===== config.mk =====
export PLATFORM = sky130hd
export DESIGN_NAME = small_integer_alu_core
export DESIGN_NICKNAME = d
export VERILOG_FILES = /design/src/rtl/sia_pkg.sv /design/src/rtl/sia_front.sv /design/src/rtl/sia_div_cell.sv /design/src/rtl/sia_back.sv /design/src/rtl/small_integer_alu_core.sv
export SDC_FILE = /design/constraint.sdc
export NUM_CORES = 2
export LEC_CHECK = 0
export BUFFER_PORTS_ARGS = -buffer_cell sky130_fd_sc_hd__buf_2
export CORE_MARGIN = 10
export CORE_UTILIZATION = 48
export DETAILED_ROUTE_END_ITERATION = 8
export GPL_ROUTABILITY_DRIVEN = 1
export PLACE_DENSITY_LB_ADDON = 0.12
export SYNTH_ARGS = -nofsm -noshare
export SYNTH_HDL_FRONTEND = slang
export SYNTH_HIERARCHICAL = 1
export SYNTH_SLANG_ARGS = --single-unit

===== constraint.sdc =====
create_clock -name clk -period 8.7 [get_ports clk]
set_input_delay 1.74 -clock clk [delete_from_list [all_inputs] [get_ports clk]]
set_output_delay 1.74 -clock clk [all_outputs]
set_load 0.03 [all_outputs]

===== src/rtl/sia_pkg.sv =====
// Shared types, operation codes and widths for the small integer ALU.
package sia_pkg;

  // Integer width of the datapath and of the operand and result fields.
  localparam int INT_W = 16;
  // One divider cell per quotient bit.
  localparam int DIV_STEPS = INT_W;
  // Bits needed for an in-range shift count.
  localparam int SH_W = $clog2(INT_W);
  // Width of the action code.
  localparam int OP_W = 5;
  // Width of the result kind.
  localparam int KIND_W = 2;

  typedef logic [INT_W-1:0] word_t;

  typedef enum logic [OP_W-1:0] {
    OP_ADD   = 5'd0,
    OP_SUB   = 5'd1,
    OP_LT    = 5'd2,
    OP_GT    = 5'd3,
    OP_LE    = 5'd4,
    OP_GE    = 5'd5,
    OP_EQ    = 5'd6,
    OP_NE    = 5'd7,
    OP_MUL   = 5'd8,
    OP_QUO   = 5'd9,
    OP_REM   = 5'd10,
    OP_AND   = 5'd11,
    OP_XOR   = 5'd12,
    OP_EQ2   = 5'd13,
    OP_SHIFT = 5'd19
  } op_t;

  typedef enum logic [KIND_W-1:0] {
    KIND_INT  = 2'd0,
    KIND_BOOL = 2'd1,
    KIND_NIL  = 2'd2
  } kind_t;

  // One request as it travels down the chain of cells.
  typedef struct packed {
    kind_t kind;    // result kind for non-divide operations
    word_t value;   // integer result for non-divide operations
    logic  truth;   // comparison outcome
    logic  is_div;  // quotient or remainder request
    logic  is_rem;  // remainder rather than quotient
    logic  neg_q;   // quotient gets negated at the end
    logic  neg_r;   // remainder gets negated at the end
    logic  dz;      // divisor is zero
    word_t rem;     // partial remainder magnitude
    word_t dq;      // dividend bits still to consume, quotient bits shifted in
    word_t dvs;     // divisor magnitude
  } item_t;

endpackage


===== src/rtl/sia_front.sv =====
// Front stage: decodes a request, computes all non-divide results, seeds the divider.
module sia_front (
  input  logic                      clk,
  input  logic                      rst_n,
  input  logic                      in_valid,
  output logic                      in_ready,
  input  logic [sia_pkg::OP_W-1:0]  action,
  input  logic signed [sia_pkg::INT_W-1:0] operand_a,
  input  logic signed [sia_pkg::INT_W-1:0] operand_b,
  output logic                      out_valid,
  input  logic                      out_ready,
  output sia_pkg::item_t            out_item
);

  localparam int W = sia_pkg::INT_W;

  sia_pkg::item_t item_r;
  sia_pkg::item_t item_nxt;
  logic           valid_r;

  logic [W:0]     sum;
  logic [W:0]     diff;
  logic signed [2*W-1:0] prod;
  logic           lt;
  logic           eq;
  logic [W:0]     neg_cnt;
  sia_pkg::word_t shift_val;
  sia_pkg::word_t a_mag;
  sia_pkg::word_t b_mag;
  sia_pkg::op_t   op;

  assign in_ready  = !valid_r || out_ready;
  assign out_valid = valid_r;
  assign out_item  = item_r;

  // Shared arithmetic for the non-divide operations.
  always_comb begin
    sum     = {operand_a[W-1], operand_a} + {operand_b[W-1], operand_b};
    diff    = {operand_a[W-1], operand_a} - {operand_b[W-1], operand_b};
    prod    = operand_a * operand_b;
    lt      = operand_a < operand_b;
    eq      = operand_a == operand_b;
    neg_cnt = -{operand_b[W-1], operand_b};
    a_mag   = operand_a[W-1] ? (~operand_a + 1'b1) : operand_a;
    b_mag   = operand_b[W-1] ? (~operand_b + 1'b1) : operand_b;
  end

  // Shift: left for a positive count, arithmetic right for a negative one.
  always_comb begin
    if (operand_b[W-1]) begin
      if (neg_cnt >= (W+1)'(W)) begin
        shift_val = {W{operand_a[W-1]}};
      end else begin
        shift_val = operand_a >>> neg_cnt[sia_pkg::SH_W-1:0];
      end
    end else if (operand_b >= W'(W)) begin
      shift_val = '0;
    end else begin
      shift_val = operand_a << operand_b[sia_pkg::SH_W-1:0];
    end
  end

  // Result selection by operation code.
  always_comb begin
    op              = sia_pkg::op_t'(action);
    item_nxt        = '0;
    item_nxt.kind   = sia_pkg::KIND_INT;
    item_nxt.value  = operand_a;
    item_nxt.dq     = a_mag;
    item_nxt.dvs    = b_mag;
    item_nxt.rem    = '0;
    item_nxt.neg_q  = operand_a[W-1] ^ operand_b[W-1];
    item_nxt.neg_r  = operand_a[W-1];
    item_nxt.dz     = (operand_b == '0);
    unique case (op)
      sia_pkg::OP_ADD: begin
        if (sum[W] != sum[W-1]) item_nxt.kind = sia_pkg::KIND_NIL;
        else item_nxt.value = sum[W-1:0];
      end
      sia_pkg::OP_SUB: begin
        if (diff[W] != diff[W-1]) item_nxt.kind = sia_pkg::KIND_NIL;
        else item_nxt.value = diff[W-1:0];
      end
      sia_pkg::OP_LT: begin
        item_nxt.kind  = sia_pkg::KIND_BOOL;
        item_nxt.truth = lt;
      end
      sia_pkg::OP_GT: begin
        item_nxt.kind  = sia_pkg::KIND_BOOL;
        item_nxt.truth = !lt && !eq;
      end
      sia_pkg::OP_LE: begin
        item_nxt.kind  = sia_pkg::KIND_BOOL;
        item_nxt.truth = lt || eq;
      end
      sia_pkg::OP_GE: begin
        item_nxt.kind  = sia_pkg::KIND_BOOL;
        item_nxt.truth = !lt;
      end
      sia_pkg::OP_EQ, sia_pkg::OP_EQ2: begin
        item_nxt.kind  = sia_pkg::KIND_BOOL;
        item_nxt.truth = eq;
      end
      sia_pkg::OP_NE: begin
        item_nxt.kind  = sia_pkg::KIND_BOOL;
        item_nxt.truth = !eq;
      end
      sia_pkg::OP_MUL: begin
        // The product fits when its upper bits all match the result sign.
        if (prod[2*W-1:W-1] != {(W+1){prod[W-1]}}) item_nxt.kind = sia_pkg::KIND_NIL;
        else item_nxt.value = prod[W-1:0];
      end
      sia_pkg::OP_QUO: begin
        item_nxt.is_div = 1'b1;
      end
      sia_pkg::OP_REM: begin
        item_nxt.is_div = 1'b1;
        item_nxt.is_rem = 1'b1;
      end
      sia_pkg::OP_AND:   item_nxt.value = operand_a & operand_b;
      sia_pkg::OP_XOR:   item_nxt.value = operand_a ^ operand_b;
      sia_pkg::OP_SHIFT: item_nxt.value = shift_val;
      default:           item_nxt.value = operand_a;
    endcase
  end

  // Stage register.
  always_ff @(posedge clk) begin
    if (!rst_n) begin
      valid_r <= 1'b0;
    end else if (in_ready) begin
      valid_r <= in_valid;
    end
  end

  always_ff @(posedge clk) begin
    if (in_ready && in_valid) begin
      item_r <= item_nxt;
    end
  end

endmodule


===== src/rtl/sia_div_cell.sv =====
// One divider cell: a restoring step on the magnitudes, one quotient bit per cell.
module sia_div_cell (
  input  logic           clk,
  input  logic           rst_n,
  input  logic           in_valid,
  output logic           in_ready,
  input  sia_pkg::item_t in_item,
  output logic           out_valid,
  input  logic           out_ready,
  output sia_pkg::item_t out_item
);

  localparam int W = sia_pkg::INT_W;

  sia_pkg::item_t item_r;
  sia_pkg::item_t item_nxt;
  logic           valid_r;
  logic [W:0]     trial;
  logic [W:0]     step_diff;

  assign in_ready  = !valid_r || out_ready;
  assign out_valid = valid_r;
  assign out_item  = item_r;

  // Bring down the next dividend bit and subtract the divisor if it fits.
  always_comb begin
    item_nxt  = in_item;
    trial     = {in_item.rem, in_item.dq[W-1]};
    step_diff = trial - {1'b0, in_item.dvs};
    if (!step_diff[W]) begin
      item_nxt.rem = step_diff[W-1:0];
      item_nxt.dq  = {in_item.dq[W-2:0], 1'b1};
    end else begin
      item_nxt.rem = trial[W-1:0];
      item_nxt.dq  = {in_item.dq[W-2:0], 1'b0};
    end
  end

  // Cell register.
  always_ff @(posedge clk) begin
    if (!rst_n) begin
      valid_r <= 1'b0;
    end else if (in_ready) begin
      valid_r <= in_valid;
    end
  end

  always_ff @(posedge clk) begin
    if (in_ready && in_valid) begin
      item_r <= item_nxt;
    end
  end

endmodule


===== src/rtl/sia_back.sv =====
// Back stage: applies divide signs and range checks and holds the result register.
module sia_back (
  input  logic                               clk,
  input  logic                               rst_n,
  input  logic                               in_valid,
  output logic                               in_ready,
  input  sia_pkg::item_t                     in_item,
  output logic                               out_valid,
  input  logic                               out_ready,
  output logic [sia_pkg::KIND_W-1:0]         result_kind,
  output logic signed [sia_pkg::INT_W-1:0]   result_value,
  output logic                               truth
);

  localparam int W = sia_pkg::INT_W;

  logic                     valid_r;
  sia_pkg::kind_t           kind_r;
  sia_pkg::word_t           value_r;
  logic                     truth_r;
  sia_pkg::kind_t           kind_nxt;
  sia_pkg::word_t           value_nxt;
  logic                     truth_nxt;
  logic [W:0]               quo_s;
  sia_pkg::word_t           rem_s;

  assign in_ready     = !valid_r || out_ready;
  assign out_valid    = valid_r;
  assign result_kind  = kind_r;
  assign result_value = value_r;
  assign truth        = truth_r;

  // Signed quotient and remainder from the magnitudes.
  always_comb begin
    quo_s = in_item.neg_q ? -{1'b0, in_item.dq} : {1'b0, in_item.dq};
    rem_s = in_item.neg_r ? -in_item.rem : in_item.rem;
  end

  // Final kind, value and truth; value and truth are zero outside their kinds.
  always_comb begin
    kind_nxt  = in_item.kind;
    value_nxt = in_item.value;
    if (in_item.is_div) begin
      kind_nxt = sia_pkg::KIND_INT;
      if (in_item.dz) begin
        kind_nxt = sia_pkg::KIND_NIL;
      end else if (in_item.is_rem) begin
        value_nxt = rem_s;
      end else if (quo_s[W] != quo_s[W-1]) begin
        kind_nxt = sia_pkg::KIND_NIL;
      end else begin
        value_nxt = quo_s[W-1:0];
      end
    end
    if (kind_nxt != sia_pkg::KIND_INT) value_nxt = '0;
    truth_nxt = (kind_nxt == sia_pkg::KIND_BOOL) && in_item.truth;
  end

  // Output register.
  always_ff @(posedge clk) begin
    if (!rst_n) begin
      valid_r <= 1'b0;
    end else if (in_ready) begin
      valid_r <= in_valid;
    end
  end

  always_ff @(posedge clk) begin
    if (in_ready && in_valid) begin
      kind_r  <= kind_nxt;
      value_r <= value_nxt;
      truth_r <= truth_nxt;
    end
  end

endmodule


===== src/rtl/small_integer_alu_core.sv =====
// Top level of the small signed integer ALU: front stage, divider cell chain, result stage.
//
// Usage: a request (in_action, in_operand_a, in_operand_b) is taken when in_valid and
// in_ready are both high. Exactly one result (out_result_kind, out_result_value,
// out_truth) follows for every request, in request order, and is taken when out_valid
// and out_ready are both high.
// Path: every request passes, from acceptance to out_valid, through one front stage,
// sixteen divider cells (one quotient bit each) and one result register. All operations
// use the same path, so results never reorder.
// Throughput: one request per cycle while out_ready is high. Each stage holds one
// request and moves it on as soon as the stage after it is empty or moving, so bubbles
// are squeezed out. When the receiver holds out_ready low, results pile up in the
// stages; in_ready drops only once every stage is full, and no request is lost.
// Reset: rst_n (synchronous, active low) empties every stage; no results are pending
// afterward and a request can be taken in the next cycle.
module small_integer_alu_core (
  input  logic                               clk,
  input  logic                               rst_n,
  input  logic                               in_valid,
  output logic                               in_ready,
  input  logic [sia_pkg::OP_W-1:0]           in_action,
  input  logic signed [sia_pkg::INT_W-1:0]   in_operand_a,
  input  logic signed [sia_pkg::INT_W-1:0]   in_operand_b,
  output logic                               out_valid,
  input  logic                               out_ready,
  output logic [sia_pkg::KIND_W-1:0]         out_result_kind,
  output logic signed [sia_pkg::INT_W-1:0]   out_result_value,
  output logic                               out_truth
);

  localparam int N = sia_pkg::DIV_STEPS;

  sia_pkg::item_t      link_item  [0:N];
  logic [N:0]          link_valid;
  logic [N:0]          link_ready;

  // Decode and non-divide operations.
  sia_front u_front (
    .clk       (clk),
    .rst_n     (rst_n),
    .in_valid  (in_valid),
    .in_ready  (in_ready),
    .action    (in_action),
    .operand_a (in_operand_a),
    .operand_b (in_operand_b),
    .out_valid (link_valid[0]),
    .out_ready (link_ready[0]),
    .out_item  (link_item[0])
  );

  // Chain of divider cells, one quotient bit each.
  for (genvar i = 0; i < N; i++) begin : g_cell
    sia_div_cell u_cell (
      .clk       (clk),
      .rst_n     (rst_n),
      .in_valid  (link_valid[i]),
      .in_ready  (link_ready[i]),
      .in_item   (link_item[i]),
      .out_valid (link_valid[i+1]),
      .out_ready (link_ready[i+1]),
      .out_item  (link_item[i+1])
    );
  end

  // Sign fix-up and result register.
  sia_back u_back (
    .clk          (clk),
    .rst_n        (rst_n),
    .in_valid     (link_valid[N]),
    .in_ready     (link_ready[N]),
    .in_item      (link_item[N]),
    .out_valid    (out_valid),
    .out_ready    (out_ready),
    .result_kind  (out_result_kind),
    .result_value (out_result_value),
    .truth        (out_truth)
  );

endmodule


---- Word level (Yosys, flattened, before mapping) ----
Index checks and enable logic that the tools add are counted.
Widths: inputs -> output; s select.
cells by class
  $add $sub $neg .......................... 23
  multiply operators ...................... 1
  order comparisons ....................... 3
  eq/ne operators ......................... 20
  shifts and indexed selects .............. 2
  mux-type cells .......................... 42
  bitwise logic cells ..................... 5
  reductions and logical operators ........ 65
operators with widths
  cell                   number
  $mux 32                15
  $sub 17x16->17         15
  $mux 16                11
  $pmux 16 s6            1
  $mux 17                2
  $add 16x1->16 const B  2
  $mul 16x16->32         1
  $not 16->16            2
  $eq 5x4->1 const B     6
  $mux 15                2
  $eq 5x3->1 const B     4
  $logic_and 1x1->1      20
  $logic_not 1->1        20
  $logic_or 1x1->1       19
  $add 16x16->17         1
  $ge 17x5->1 const B    1
  $neg 16->17            1
  $neg 17->17            1
  $sub 1x16->17          1
  $sub 16x16->17         1
  $and 16x16->16         1
  $eq 16x16->1           1
  $ge 16x6->1 const B    1
  $logic_not 16->1       1
  other kinds (20)       31
storage, ports and cells
  register bits after elaboration ......... 1,229
  input port bits ......................... 41
  output and inout bits ................... 21
  word-level logic and storage cells ...... 370

---- Longest topological paths before layout ----
  depth after elaboration ................. 20
  mapped depth ............................ 30
  gate-level depth less buffers ........... 27

---- Hierarchy ----
Netlist, hierarchy kept.
modules (own cells, without submodules)
  module                                instances  cells each  area each (sq um)  sequential area each (sq um)
  sia_div_cell at g_cell[0].u_cell ...  15         205         3,218.1            2,182.1
  sia_front                             1          2,002       16,848.7           1,701.6
  sia_div_cell at g_cell[9].u_cell      1          205         3,215.6            2,182.1
  sia_back                              1          202         1,795.5            590.6

---- Worst setup path before layout ----
Ideal clock, no wire load.
  kind .................................... input port to flip-flop
  start point ............................. input in_operand_b[3] (netlist name)
  end point ............................... register u_front.item_r (netlist bit u_front/out_item[56]), data pin
  library setup time ...................... 0.278 ns
  arrival ................................. 9.028 ns
  required time ........................... 8.422 ns
  slack ................................... -0.605 ns
  stages .................................. 26
  buffers on the path ..................... 5
  cell sequence ........................... clkbuf_1 > inv_1 > buf_1 > clkbuf_1 > nor2_1 > fa_1 > fa_1 > inv_1 > fa_1 > fa_1 > fa_1 > fa_1 > inv_1 > ha_1 > clkbuf_1 > and4_1 > nor3b_1 > nor2b_1 > a211oi_1 > xor2_1 > nor4_1 > o2111ai_1 > o21ai_0 > nor2b_1 > clkbuf_1 > a22oi_1
RTL lines
  item                    RTL line                      source
  start: declaration      small_integer_alu_core.sv:23  input logic signed [sia_pkg::INT_W-1:0] in_operand_b,
  end signal: assignment  sia_front.sv:138              item_r <= item_nxt;
  end: declaration        sia_front.sv:17               sia_pkg::item_t item_r;

==> impl_metrics.json <==
{
  "outcome": "finished, final reports clean",
  "clk_pin_slew_ps": 60,
  "htreeDepth": 4,
  "hold_viol": 0,
  "final_cells": 7830,
  "syn_inst": 5468,
  "die_h_um": 400.9,
  "drc": 0,
  "viasPerCell": 5.420,
  "r2r_slack_ps": 3730,
  "min_period_over_period_pct": 96.09,
  "coreArea_um2": 143800,
  "grt_max_degree": 73,
  "drive_gt1_share_pct": 15.83,
  "hpwl_um": 126000,
  "worstHoldStart": "g_cell[5].u_cell/out_item[16]",
  "cts_buffer_depth": 3,
  "io_pins": 62,
  "nets": 6527,
  "worst_pin_slew_ps": 1236,
  "finalClockSkew_ps": 30.97,
  "cp_slowest_cell": "fa_1",
  "end_kind": "flop",
  "fin_ws_ps": 340.4,
  "period_minus_slack_ps": 8360,
  "nFillCells": 12151,
  "antenna_left": 0,
  "dp_cells": 7598,
  "holdWs_ps": 403.6,
  "setup_viol": 0,
  "die_x_um": 400.9,
  "min_path_cells": 0,
  "grt_pass1_wl_um": 253300,
  "antenna_found_initial": 1,
  "cp_slowest_stage_delay_ps": 540,
  "grt.total_usage_pct": 19.97,
  "routed_wl_um": 161600,
  "clk-insertion-delay-late_ps": 740,
  "maxCapViolations": 0,
  "final_util_pct": 54.43,
  "dp_slack_ps": -421.7,
  "portBuffers": 61,
  "syn_avg_cell_area_um2": 12.74,
  "num_rows": 139,
  "wl_per_cell_um": 20.64,
  "vdd_drop_max_v": 0.0006972,
  "area_delta_synth_final_pct": 12.39,
  "relSlewSlack_pct": 16.90,
  "die-area_um2": 160700,
  "r2r-end": "u_front/out_item[68]",
  "leakagePower_uw": 0.03069,
  "yosysWarnings": 6,
  "rsz0062_at_grt": "false",
  "cp_max_fo": 8,
  "cts_sinks": 1229,
  "cellPowerDensity_nw_per_um2": 317.3,
  "layout_commonest_cell": "edfxtp_1",
  "grt_pass1_vias": 43940,
  "gp_routability_congestion": 0.9571,
  "cts_tree": "done",
  "max_freq_mhz": 119.6,
  "multi_input_area_um2": 29850,
  "mostFrequentLayoutCells": "1211 x edfxtp_1, 626 x inv_1, 378 x ha_1, 322 x nand2_1, 304 x buf_4",
  "hold_path_class": "reg -> reg",
  "critPathBufInv": 9,
  "hold_end": "g_cell[6].u_cell/out_item[17]",
  "drtPass1Iterations": 5,
  "grt_overflow_total": 0,
  "start_kind": "primary input",
  "start_util_pct": 48.43,
  "drt-initial-drc-count": 2579,
  "r2r_start": "u_back/out_valid",
  "cp.arrival_ps": 8850,
  "root_buffer": "clkbuf_16",
  "worstRegToRegCells": 20,
  "synthesis.area_um2": 69650,
  "cts_buffers": 131,
  "num_vias": 42436,
  "diodes": 0,
  "post-cts-setup-buffer-count": 0,
  "cpLargestDelayFamily": "adder cells",
  "worst_ep_required_time_ps": 9190,
  "regArea_um2": 36730,
  "worstSetupPathType": "in -> reg",
  "maxSlewViolCount": 0
}
## metrics by stage
step,cell area [µm²],TNS (ps),total power (µW)
after global routing,78280,0,26770
after CTS,78270,0,25010
after detailed placement,74150,-4747,19620
after floorplan,69740,0,14080
final,78280,0,24840
after global placement,74150,-5039,19680
## worst reg2reg max path, delay by kind of cell (launching register included)
kind                   cells  cell delay (ps)
DFF                        1              370
and+or+nand+nor           19             3730
buffers and inverters      1              290
## final cells by class
cell class,count,share of cell area (%)
clock buffer,151,4.338
clock inverter,81,0.9238
inverter,638,3.059
multi-input combinational,3452,38.14
sequential,1229,46.91
tap,1903,3.042
timing repair buffer,376,3.587
## sequential cells by signal, indices dropped and copies added (netlist names)
name / count
u_back/out_valid: 1
u_front/out_item: 56
u_back/truth: 1
g_cell.u_cell/out_item: 1136
u_front/out_valid: 1
g_cell.u_cell/out_valid: 16
u_back/result_value: 16
u_back/result_kind: 2
## power by group
part           switching (µW)  internal (µW)  total [µW]
clock network            2270           3020        5290
logic                    7050           5960       13000
registers                28.4           6510        6540
## repair_timing
action | 4_1_cts | 5_1_grt
gates resized for setup | 0 | 2
hold buffers | 0 | 0
setup endpoints to repair | 0 | 2
## per-layer routing
| layer | global-route usage (%) | vias to the layer above | share of wire (%) |
|---|---|---|---|
| met4 | 6.221 | 2 | 2.9 |
| met5 | 0 | - | 0.0080 |
| li1 | - | 20438 | - |
| met2 | 35.18 | 777 | 50 |
| met1 | 25.44 | 21003 | 44 |
| met3 | 2.677 | 216 | 3.7 |
## worst max-delay path by stage
stage / startpoint / endpoint / slack (ps) / cells after the start
floorplan: in_operand_b[3] / u_front/out_item[60] / 2 / 25
global placement: in_operand_b[11] / u_front/out_item[60] / -440 / 27
finish: in_operand_b[11] / u_front/out_item[60] / 340 / 28
global route: in_operand_b[11] / u_front/out_item[60] / 20 / 28
detailed placement: in_operand_b[11] / u_front/out_item[60] / -420 / 27
CTS: in_operand_b[11] / u_front/out_item[60] / 370 / 27
Power figures use the tool's default switching activity.
